--- src/design/bfsp_pkg.sv ---
// Shared types and constants of the shortest-path block.
package bfsp_pkg;

  localparam int VID_W    = 6;
  localparam int WEIGHT_W = 16;
  localparam int DIST_W   = 32;
  localparam int NV_W     = 7;
  localparam int EDGE_W   = 2 * VID_W + WEIGHT_W;

  localparam logic [1:0] CMD_LOAD  = 2'd0;
  localparam logic [1:0] CMD_RUN   = 2'd1;
  localparam logic [1:0] CMD_CLEAR = 2'd2;

  localparam logic CFG_VERTEX_COUNT = 1'b0;
  localparam logic CFG_SOURCE       = 1'b1;

  localparam logic [NV_W-1:0]  VERTEX_COUNT_RESET = 7'd64;
  localparam logic [DIST_W-1:0] DIST_MAX = 32'h7FFF_FFFF;
  localparam logic [DIST_W-1:0] DIST_MIN = 32'h8000_0000;

  typedef enum logic [1:0] {
    OP_LOAD,
    OP_RUN,
    OP_CLEAR
  } op_t;

  typedef struct packed {
    op_t                        op;
    logic [VID_W-1:0]           edge_from;
    logic [VID_W-1:0]           edge_to;
    logic signed [WEIGHT_W-1:0] edge_weight;
  } item_t;

  // Queue head as seen by the back end.
  typedef struct packed {
    logic  valid;
    item_t item;
  } head_t;

  typedef enum logic [3:0] {
    S_IDLE,
    S_INIT,
    S_EREAD,
    S_DREAD,
    S_CALC,
    S_UPD,
    S_NEGCYC,
    S_EMIT_RD,
    S_EMIT_OUT
  } state_t;

endpackage

--- src/design/bfsp_front.sv ---
// Command front end: decodes commands and queues them for the engine.
module bfsp_front (
  input  logic                      clk,
  input  logic                      rst,
  input  logic                      start,
  output logic                      busy,
  input  logic [1:0]                command,
  input  logic [bfsp_pkg::VID_W-1:0]    edge_from,
  input  logic [bfsp_pkg::VID_W-1:0]    edge_to,
  input  logic signed [bfsp_pkg::WEIGHT_W-1:0] edge_weight,
  output bfsp_pkg::head_t           head,
  input  logic                      pop
);
  import bfsp_pkg::*;

  item_t      queue [2];
  logic       wr_ptr;
  logic       rd_ptr;
  logic [1:0] count;
  logic       accept;
  logic       push;
  logic       known;
  op_t        op;

  assign busy   = (count == 2'd2);
  assign accept = start && !busy;

  // Classify the command; drop unused codes
  always_comb begin
    known = 1'b1;
    op    = OP_LOAD;
    unique case (command)
      CMD_LOAD:  op = OP_LOAD;
      CMD_RUN:   op = OP_RUN;
      CMD_CLEAR: op = OP_CLEAR;
      default:   known = 1'b0;
    endcase
  end

  assign push = accept && known;

  // Hold queued beats
  always_ff @(posedge clk) begin
    if (push) begin
      queue[wr_ptr] <= '{op: op, edge_from: edge_from, edge_to: edge_to,
                         edge_weight: edge_weight};
    end
  end

  // Advance pointers and count
  always_ff @(posedge clk) begin
    if (rst) begin
      wr_ptr <= 1'b0;
      rd_ptr <= 1'b0;
      count  <= 2'd0;
    end else begin
      if (push) wr_ptr <= !wr_ptr;
      if (pop)  rd_ptr <= !rd_ptr;
      count <= count + 2'(push) - 2'(pop);
    end
  end

  assign head.valid = (count != 2'd0);
  assign head.item  = queue[rd_ptr];

endmodule

--- config.mk ---
export PLATFORM = sky130hd
export DESIGN_NAME = bfsp_front
export DESIGN_NICKNAME = d
export VERILOG_FILES = /design/src/design/bfsp_pkg.sv /design/src/design/bfsp_front.sv
export SDC_FILE = /design/constraint.sdc
export NUM_CORES = 1
export LEC_CHECK = 0
export BUFFER_PORTS_ARGS = -buffer_cell sky130_fd_sc_hd__buf_2
export CORE_MARGIN = 2
export CORE_UTILIZATION = 50
export DETAILED_ROUTE_END_ITERATION = 10
export GPL_TIMING_DRIVEN = 0
export MAX_ROUTING_LAYER = met4
export PLACE_DENSITY = 0.77
export SLEW_MARGIN = 10
export SYNTH_ARGS = -nofsm -noshare
export SYNTH_HDL_FRONTEND = slang
export SYNTH_SLANG_ARGS = --single-unit
export TNS_END_PERCENT = 50
--- constraint.sdc ---
create_clock -name clk -period 5.4 [get_ports clk]
set_clock_uncertainty 0.05 [all_clocks]
set_input_delay 1.08 -clock clk [delete_from_list [all_inputs] [get_ports clk]]
set_output_delay 1.08 -clock clk [all_outputs]
set_load 0.01 [all_outputs]
==> results of run 1 <==
[synth_stat cells]
master     n  area [sq um]
nand2_1    1         3.750
or2_2      1         6.260
xnor2_1    2         17.52
xor2_1     1         8.760
buf_2      3         15.01
dfxtp_1    5         100.1
inv_1      2         7.510
mux2_4     1         15.01
nor2b_4    1         13.76
ha_1       2         25.02
edfxtp_1  60          1802
nor2_1     7         26.28
nor2b_1    3         18.77
nand3b_4   1         20.02
mux2_2    30         337.8
[cell families after synthesis]
| family | count (synthesis) | share of synthesized area, % |
|---|---|---|
| flops | 65 | 78.68 |
| fa+ha+maj | 2 | 1.035 |
| mux | 31 | 14.60 |
| simple gates | 14 | 3.675 |
| xor+xnor | 3 | 1.087 |
| buf+inv | 5 | 0.9316 |
[worst paths after layout]
| path | from | endpoint | slack, ns | depth (start not counted) |
|---|---|---|---|---|
| setup / recovery | register | head[5] | 2.82 | 3 |
| hold / removal | rd_ptr | rd_ptr | 0.49 | 2 |
| setup reg to reg | count[1] | queue[1][21] | 3.58 | 3 |
| hold reg to reg | rd_ptr | rd_ptr | 0.49 | 2 |
[state kept, by name (all words and copies together) (netlist names), named ones only]
register  flops
rd_ptr        1
wr_ptr        1
queue        60
count         2
[routing by layer]
metal  vias to the layer above  GRT usage (%)  share of wire [%]
met5                         -              -                  0
met4                         0          9.091                1.4
met3                         8          6.584                5.7
met2                        49          28.08                 54
met1                       640          16.71                 39
li1                        610              -                  -
[layout make-up]
| cell class | instances | area [sq um] | area share, % |
|---|---|---|---|
| multi-input combinational | 50 | 508.0 | 16.69 |
| buffer | 3 | 15.01 | 0.4932 |
| sequential | 65 | 1902 | 62.47 |
| tap | 54 | 67.56 | 2.219 |
| clock buffer | 9 | 123.9 | 4.069 |
| inverter | 2 | 7.507 | 0.2466 |
| timing repair buffer | 65 | 325.3 | 10.69 |
| clock inverter | 7 | 95.09 | 3.124 |
[where the power goes]
part	switching [W]	internal, W	total (W)
combinational	0.0000990	0.0000898	0.000189
sequential	0.0000171	0.000611	0.000628
clock	0.000185	0.000259	0.000445
total	0.000302	0.000960	0.00126
[worst register-to-register path: cells and delay by family (launching register included)]
family / cells / cell delay [ns]
simple gates: 3 / 1.04
flops: 1 / 0.34
[metrics by stage]
stage	cells	hold WS, ns	util, %	total power [W]	instance area, sq um
final	255	0.4905	64.88	0.001262	3044
after global routing	255	0.5171	64.88	0.001318	3044
after CTS	255	0.4965	64.88	0.001277	3044
after detailed placement	239	0.4777	60.21	0.0008315	2825
after global placement	239	0.4463	59.89	0.0008177	2810
after floorplan	120	0.4299	-	0.0007524	2417
==> results.py, run 1 <==
metrics = {
    "floorplan": {
        "die_h_um": 73.53,
        "die_area_sq_um": 5407,
        "num_rows": 25,
        "die_w_um": 73.53,
        "initial_core_util_pct": 51.52,
        "ios": 66,
        "core_sq_um": 4692,
    },
    "grt": {
        "grt_pass1_wl_mm": 6.085,
        "grt_start_max_net_pins": 31,
        "grt_antenna_before_repair": 0,
        "first_global_vias": 1357,
        "grt.total_usage_pct": 16.80,
        "grt.overflow.total": 0,
    },
    "timing": {
        "setup-tns-final_ns": 0,
        "period_share_pct": 47.79,
        "setup_viol": 0,
        "max_freq_ghz": 0.3875,
        "tightest_slew_ns": 0.8840,
        "hold_viol": 0,
        "setup_ws_ns": 2.820,
        "max_slew_margin_pct": 40.93,
        "finalCriticalPeriod_ns": 2.580,
        "rsz0062_at_grt": "false",
        "slew_viol_final": 0,
    },
    "cells_and_area": {
        "drive_gt1_share_pct": 59.70,
        "layout_commonest_cell": "buf_2",
        "syn2layout_area_growth_pct": 25.93,
        "final.fill_count": 328,
        "n_antenna_cell": 0,
        "nNetsFinal": 232,
        "final_cell_mix": "68 x buf_2, 60 x edfxtp_1, 30 x mux2_2",
    },
    "drt": {
        "drt_iter0_drc": 64,
        "vias": 1307,
        "dr.pass1.iters": 4,
        "wire_per_inst_um": 16.16,
        "viasPerCell": 5.125,
        "drc": 0,
        "postRouteAntennaNets": 0,
        "wl_mm": 4.121,
    },
    "worst_hold_path": {
        "hold_class": "register to register",
    },
    "critical_path": {
        "critPathRequiredTime_ns": 4.27,
        "cp_top_family": "buffers and inverters",
        "cp.arrival_ns": 1.45,
        "crit_buf_inv": 2,
        "crit_chain": "buf_2 > mux2_2 > buf_2",
        "cpPeakStageDelay_ns": 0.37,
        "crit_type": "register to primary output",
        "path_max_fanout": 10,
        "worst_path_max_delay_cell": "mux2_2",
        "cpMostUsedCell": "buf_2",
        "cp-end-kind": "primary output",
        "startpoint_type": "register",
    },
    "yosys": {
        "yosysWarnings": 0,
        "synth_nets": 156,
        "ys_seq_area_share_pct": 78.67,
        "synth_area_sq_um": 2417,
        "synth_cells": 120,
        "syn_avg_cell_area_sq_um": 20.14,
        "yosysUniqueCellTypes": 15,
        "ys_ff_latch": 65,
    },
    "place": {
        "placement.io_buffers": 65,
        "gp_congestion": 0.7753,
        "place.detailed.hpwl_mm": 2.746,
        "dp_slack_ns": 2.743,
    },
    "pwr": {
        "power_density_nw_per_um2": 414.6,
        "leakage_nw": 1.177,
        "ir_drop_mv": 0.2509,
    },
    "clock_tree": {
        "hold_buffers": 0,
        "cts_buffers": 9,
        "cts-root-buf": "clkbuf_8",
        "cts_setup_buffers": 0,
        "clkLatencyLatePin_ns": 0.34,
        "cts_max_level": 3,
        "clkTransAtPathRegs_ns": 0.07,
        "cts_tree": "built",
        "clock_path_buffers": 2,
        "postCtsResizedCells": 0,
        "clock-sinks": 65,
    },
    "run_status": {
        "outcome": "finished, final reports clean",
    },
    "job": {
        "drv_cap": 0,
    },
}
No activity file was read; power rests on OpenSTA's default activity.
==> run 2, diff against run 1 <==
--- a/config.mk
+++ b/config.mk
@@ -5,13 +5,14 @@
 export SDC_FILE = /design/constraint.sdc
 export NUM_CORES = 1
 export LEC_CHECK = 0
+export ABC_AREA = 1
 export BUFFER_PORTS_ARGS = -buffer_cell sky130_fd_sc_hd__buf_2
 export CORE_MARGIN = 2
 export CORE_UTILIZATION = 50
 export DETAILED_ROUTE_END_ITERATION = 10
 export GPL_TIMING_DRIVEN = 0
 export MAX_ROUTING_LAYER = met4
-export PLACE_DENSITY = 0.77
+export PLACE_DENSITY = 0.76
 export SLEW_MARGIN = 10
 export SYNTH_ARGS = -nofsm -noshare
 export SYNTH_HDL_FRONTEND = slang
==> constraint.sdc (replaced) <==
create_clock -name clk -period 2.4 [get_ports clk]
set_clock_uncertainty 0.05 [all_clocks]
set_input_delay 0.48 -clock clk [delete_from_list [all_inputs] [get_ports clk]]
set_output_delay 0.48 -clock clk [all_outputs]
set_load 0.01 [all_outputs]
==> results.py, run 2 <==
metrics = {
    "worst_hold_path": {
        "hold_class": "primary input to register",
    },
    "yosys": {
        "synth_nets": 168,
        "synth_top_cell_area_share_pct": 70.83,
        "post-synth-top-count-cell": "edfxtp_1",
        "synth_area_sq_um": 2544,
        "ys_seq_area_share_pct": 74.77,
        "synth_ff_type": "edfxtp_1",
        "synthTopCellsByArea": "edfxtp_1 71%, mux2_4 18%, dfxtp_1 3.9%, nor2_1 1.6%, inv_1 1.3%",
        "async_flop_share_pct": 0,
        "ys_top_cells_by_count": "60 x edfxtp_1, 30 x mux2_4, 11 x nor2_1",
        "yosysUniqueCellTypes": 13,
        "ys_ff_latch": 65,
        "yosysTopAreaCell": "edfxtp_1",
        "synth_edf_count": 60,
        "syn_avg_cell_area_sq_um": 19.27,
        "synth_cells": 132,
        "yosysWarnings": 0,
    },
    "cells_and_area": {
        "drive_gt1_share_pct": 52.11,
        "stdcell_area_sq_um": 3139,
        "final_cell_mix": "65 x buf_2, 60 x edfxtp_1, 30 x mux2_4",
        "n_antenna_cell": 0,
        "regMostFlops": "queue",
        "syn2layout_area_growth_pct": 23.41,
        "largest_registers": "queue (60), count (2)",
        "layout_commonest_cell": "buf_2",
        "finalNonFillerCells": 280,
        "nNetsFinal": 244,
        "largest_reg_flops": 60,
    },
    "place": {
        "dp_slack_ns": 0.1961,
        "placed_cells": 264,
        "placement.io_buffers": 65,
        "gp_congestion": 0.6882,
        "placed_cell_area_sq_um": 2960,
        "place.detailed.hpwl_mm": 2.963,
    },
    "grt": {
        "grt.total_usage_pct": 16.54,
        "grt.overflow.total": 0,
        "grt_pass1_wl_mm": 6.196,
        "grt_start_max_net_pins": 31,
        "first_global_vias": 1373,
        "grt_antenna_before_repair": 0,
    },
    "timing": {
        "rsz0062_at_grt": "false",
        "max_slew_margin_pct": 25.26,
        "max_freq_ghz": 0.4776,
        "hold_viol": 0,
        "period_share_pct": 87.24,
        "setup_ws_ns": 0.3063,
        "setup-tns-final_ns": 0,
        "finalCriticalPeriod_ns": 2.094,
        "tightest_slew_ns": 1.114,
        "slew_viol_final": 0,
        "setup_viol": 0,
    },
    "clock_tree": {
        "clkTransAtPathRegs_ns": 0.07,
        "clock-sinks": 65,
        "postCtsResizedCells": 0,
        "cts-root-buf": "clkbuf_8",
        "clock_path_buffers": 2,
        "cts_max_level": 3,
        "cts_setup_buffers": 0,
        "hold_buffers": 0,
        "clkLatencyLatePin_ns": 0.32,
        "cts_buffers": 9,
        "cts_tree": "built",
    },
    "floorplan": {
        "die_w_um": 75.33,
        "ios": 66,
        "num_rows": 25,
        "core_sq_um": 4817,
        "initial_core_util_pct": 52.81,
        "die_area_sq_um": 5674,
        "die_h_um": 75.33,
    },
    "pwr": {
        "clock_power_share_pct": 32.8,
        "seqPwrFrac_pct": 53.0,
        "switchingPower_w": 0.0005792,
        "cell_internal_pwr_w": 0.001991,
        "netSwitchingFraction_pct": 22.53,
        "p_comb_share_pct": 14.3,
        "ir_drop_mv": 0.5384,
        "power.total_w": 0.002571,
        "leakage_nw": 1.294,
        "power_density_nw_per_um2": 818.9,
    },
    "run_status": {
        "outcome": "finished, final reports clean",
    },
    "critical_path": {
        "startpoint": "count[0]",
        "r2r-start": "count[0]",
        "startpoint_type": "register",
        "cp-endpoint": "queue[1][14]",
        "reg2reg_depth": 4,
        "critPathRequiredTime_ns": 2.08,
        "crit_type": "register to register",
        "cp-end-kind": "register",
        "path_max_fanout": 30,
        "r2r_end": "queue[1][14]",
        "cp.arrival_ns": 1.77,
        "rrSetupSlack_ns": 0.31,
    },
    "drt": {
        "wl_mm": 4.248,
        "dr.pass1.iters": 4,
        "wire_per_inst_um": 15.17,
        "viasPerCell": 4.775,
        "drt_iter0_drc": 55,
        "postRouteAntennaNets": 0,
        "drc": 0,
        "vias": 1337,
    },
    "job": {
        "drv_cap": 0,
    },
}
## run 2: how the worst min path moves through the flow
stage | start | end | slack, ns | depth (start not counted)
floorplan | rd_ptr | register | 0.43 | 2
CTS | edge_weight[4] | queue[0][4] | 0.27 | 1
global route | edge_weight[11] | queue[1][11] | 0.27 | 1
finish | edge_weight[4] | queue[0][4] | 0.29 | 1
detailed placement | rd_ptr | register | 0.47 | 2
global placement | rd_ptr | rd_ptr | 0.44 | 2
## run 2: cells by family after synthesis
group | count (synthesis) | synth area share, %
flip-flops | 65 | 74.77
multiplexers | 30 | 17.71
AND/OR/NAND/NOR | 21 | 3.345
buffers and inverters | 12 | 2.656
adder cells (fa/ha/maj) | 2 | 0.9836
AO/OA/AOI/OAI | 1 | 0.1966
XOR/XNOR | 1 | 0.3444
## run 2: critical path: stages (launching register included)
cell and delay, ns:
dfxtp_1 0.33, inv_1 0.08, nand2_1 0.05, nand4_1 0.10, clkinv_1 0.88
## run 2: stage by stage
step                hold slack, ns  util [%]
detailed placement          0.4653     61.45
CTS                         0.2705     65.17
floorplan                   0.4299         -
finish                      0.2872     65.17
global route                0.2712     65.17
global placement            0.4428     61.35
## run 2: power groups by stage
stage	Combinational [W]	Clock [W]	Sequential, W
floorplan	0.000242	0	0.00137
global placement	0.000357	0	0.00138
detailed placement	0.000374	0	0.00139
CTS	0.000375	0.000863	0.00136
global route	0.000402	0.000916	0.00137
finish	0.000367	0.000842	0.00136
## run 2: per-layer routing
layer  wire [um]  vias up  track usage (%)  share of wire (%)
li1            -      641                -                  -
met1        1628      649            17.38                 38
met2        2333       42            27.44                 55
met3         218        5            5.291                5.1
met4          68        0            9.357                1.6
met5           0        -                -                  0
## run 2: layout make-up
type	count	area (sq um)
flip-flops and latches	65	1902
clock buffers	12	135.1
well taps	67	83.83
inverters	9	33.78
clock inverters	4	43.79
plain buffers	3	33.78
multi-input cells	55	581.8
repair buffers	65	325.3
fillers	378	1678
==> run 3, diff against run 2 <==
--- a/config.mk
+++ b/config.mk
@@ -5,14 +5,12 @@
 export SDC_FILE = /design/constraint.sdc
 export NUM_CORES = 1
 export LEC_CHECK = 0
-export ABC_AREA = 1
 export BUFFER_PORTS_ARGS = -buffer_cell sky130_fd_sc_hd__buf_2
 export CORE_MARGIN = 2
-export CORE_UTILIZATION = 50
+export CORE_UTILIZATION = 38
 export DETAILED_ROUTE_END_ITERATION = 10
 export GPL_TIMING_DRIVEN = 0
 export MAX_ROUTING_LAYER = met4
-export PLACE_DENSITY = 0.76
 export SLEW_MARGIN = 10
 export SYNTH_ARGS = -nofsm -noshare
 export SYNTH_HDL_FRONTEND = slang
==> results.py, run 3 (synthesized netlist as in run 1, its figures left out) <==
metrics = {
    "run_status": {
        "outcome": "finished, final reports clean",
    },
    "grt": {
        "grt_start_max_net_pins": 31,
        "first_global_vias": 1359,
        "grt.overflow.total": 0,
        "grt_pass1_wl_mm": 6.354,
        "grt.total_usage_pct": 12.65,
        "grt_antenna_before_repair": 0,
    },
    "pwr": {
        "leakage_nw": 1.144,
        "power_density_nw_per_um2": 854.8,
        "ir_drop_mv": 0.3491,
    },
    "cells_and_area": {
        "regMostFlops": "queue",
        "finalNonFillerCells": 277,
        "drive_gt1_share_pct": 58.00,
        "stdcell_area_sq_um": 3007,
        "final.fill_count": 558,
        "largest_registers": "queue (60), count (2)",
        "syn2layout_area_growth_pct": 24.38,
        "n_antenna_cell": 0,
        "nNetsFinal": 232,
        "largest_reg_flops": 60,
        "layout_commonest_cell": "buf_2",
        "regArea_sq_um": 1902,
        "multi_input_comb_area_sq_um": 508.0,
        "final_cell_mix": "68 x buf_2, 60 x edfxtp_1, 30 x mux2_2",
    },
    "timing": {
        "slew_viol_final": 0,
        "whs_ns": 0.2916,
        "setup_viol": 0,
        "setup_ws_ns": 0.4540,
        "period_share_pct": 81.09,
        "tightest_slew_ns": 0.8759,
        "finalCriticalPeriod_ns": 1.946,
        "max_freq_ghz": 0.5139,
        "hold_viol": 0,
        "setup-tns-final_ns": 0,
        "rsz0062_at_grt": "false",
        "max_slew_margin_pct": 41.47,
    },
    "drt": {
        "vias": 1256,
        "viasPerCell": 4.534,
        "dr.pass1.iters": 6,
        "wl_mm": 4.057,
        "wire_per_inst_um": 14.65,
        "drc": 0,
        "postRouteAntennaNets": 0,
        "drt_iter0_drc": 65,
    },
    "critical_path": {
        "critPathRequiredTime_ns": 1.87,
        "r2r_end": "queue[1][17]",
        "startpoint_type": "register",
        "rrSetupSlack_ns": 0.61,
        "cp.arrival_ns": 1.42,
        "path_max_fanout": 10,
        "reg2reg_depth": 3,
        "cp-end-kind": "primary output",
        "crit_type": "register to primary output",
        "r2r-start": "count[0]",
    },
    "worst_hold_path": {
        "hold_class": "primary input to register",
        "min_from": "edge_from[5]",
        "hold_end": "queue[0][27]",
        "min_path_cells": 1,
    },
    "place": {
        "placement.io_buffers": 65,
        "place.detailed.hpwl_mm": 2.842,
        "gp_congestion": 0.7380,
        "placed_cell_area_sq_um": 2854,
        "dp_slack_ns": 0.3900,
        "placed_cells": 262,
    },
    "floorplan": {
        "core_sq_um": 6241,
        "ios": 66,
        "initial_core_util_pct": 38.73,
        "num_rows": 29,
        "die_h_um": 83.76,
        "die_w_um": 83.76,
        "die_area_sq_um": 7016,
    },
    "clock_tree": {
        "cts_buffers": 9,
        "clock-sinks": 65,
        "cts_max_level": 3,
        "cts_setup_buffers": 0,
        "clock_path_buffers": 2,
        "cts-root-buf": "clkbuf_8",
        "hold_buffers": 0,
        "clkTransAtPathRegs_ns": 0.07,
        "clkLatencyLatePin_ns": 0.32,
        "postCtsResizedCells": 0,
        "cts_tree": "built",
    },
    "job": {
        "drv_cap": 0,
    },
}
run 3: cell types whose count changed in the layout (fill, tap and decap cells not counted), sizes merged, moves of 4 or more:
cell   change
inv        -6
nand2      -6
nor2       -4
nor2b      +4
run 3: per-stage QoR:
| step | total power [W] | util (%) |
|---|---|---|
| finish | 0.002570 | 48.18 |
| CTS | 0.002604 | 48.18 |
| global route | 0.002691 | 48.18 |
| global placement | 0.001842 | 45.49 |
| floorplan | 0.001693 | - |
| detailed placement | 0.001872 | 45.73 |
run 3: cell type report:
type | count | share of cell area [%]
plain buffers | 3 | 0.4994
inverters | 2 | 0.2497
clock buffers | 11 | 4.370
multi-input cells | 50 | 16.90
repair buffers | 65 | 10.82
clock inverters | 4 | 0.7074
well taps | 77 | 3.204
flip-flops and latches | 65 | 63.25
run 3: routing by layer:
layer	global-route usage [%]	vias to the layer above	wire length (um)
li1	-	610	-
met1	12.14	605	1568
met2	22.40	34	2250
met3	3.956	7	169
met4	7.038	0	69
met5	-	-	0
run 3: report_power, final:
group	internal, W	switching [W]
logic	0.000202	0.000221
registers	0.00138	0.0000369
clock network	0.000362	0.000372
run 3: worst max-delay path by stage:
stage,start,endpoint,slack [ns],depth (start not counted)
after floorplan,command[0],queue[0][0],-0.02,3
after global placement,command[0],queue[1][10],-0.72,4
after detailed placement,command[0],queue[0][13],0.39,4
after CTS,register,head[18],0.42,3
after global routing,register,head[17],0.34,3
final,register,head[18],0.45,3
run 3: critical path, stage by stage, from the launching register on:
cell and delay [ns]:
dfxtp_1 0.33, buf_2 0.25, mux2_2 0.36, buf_2 0.14
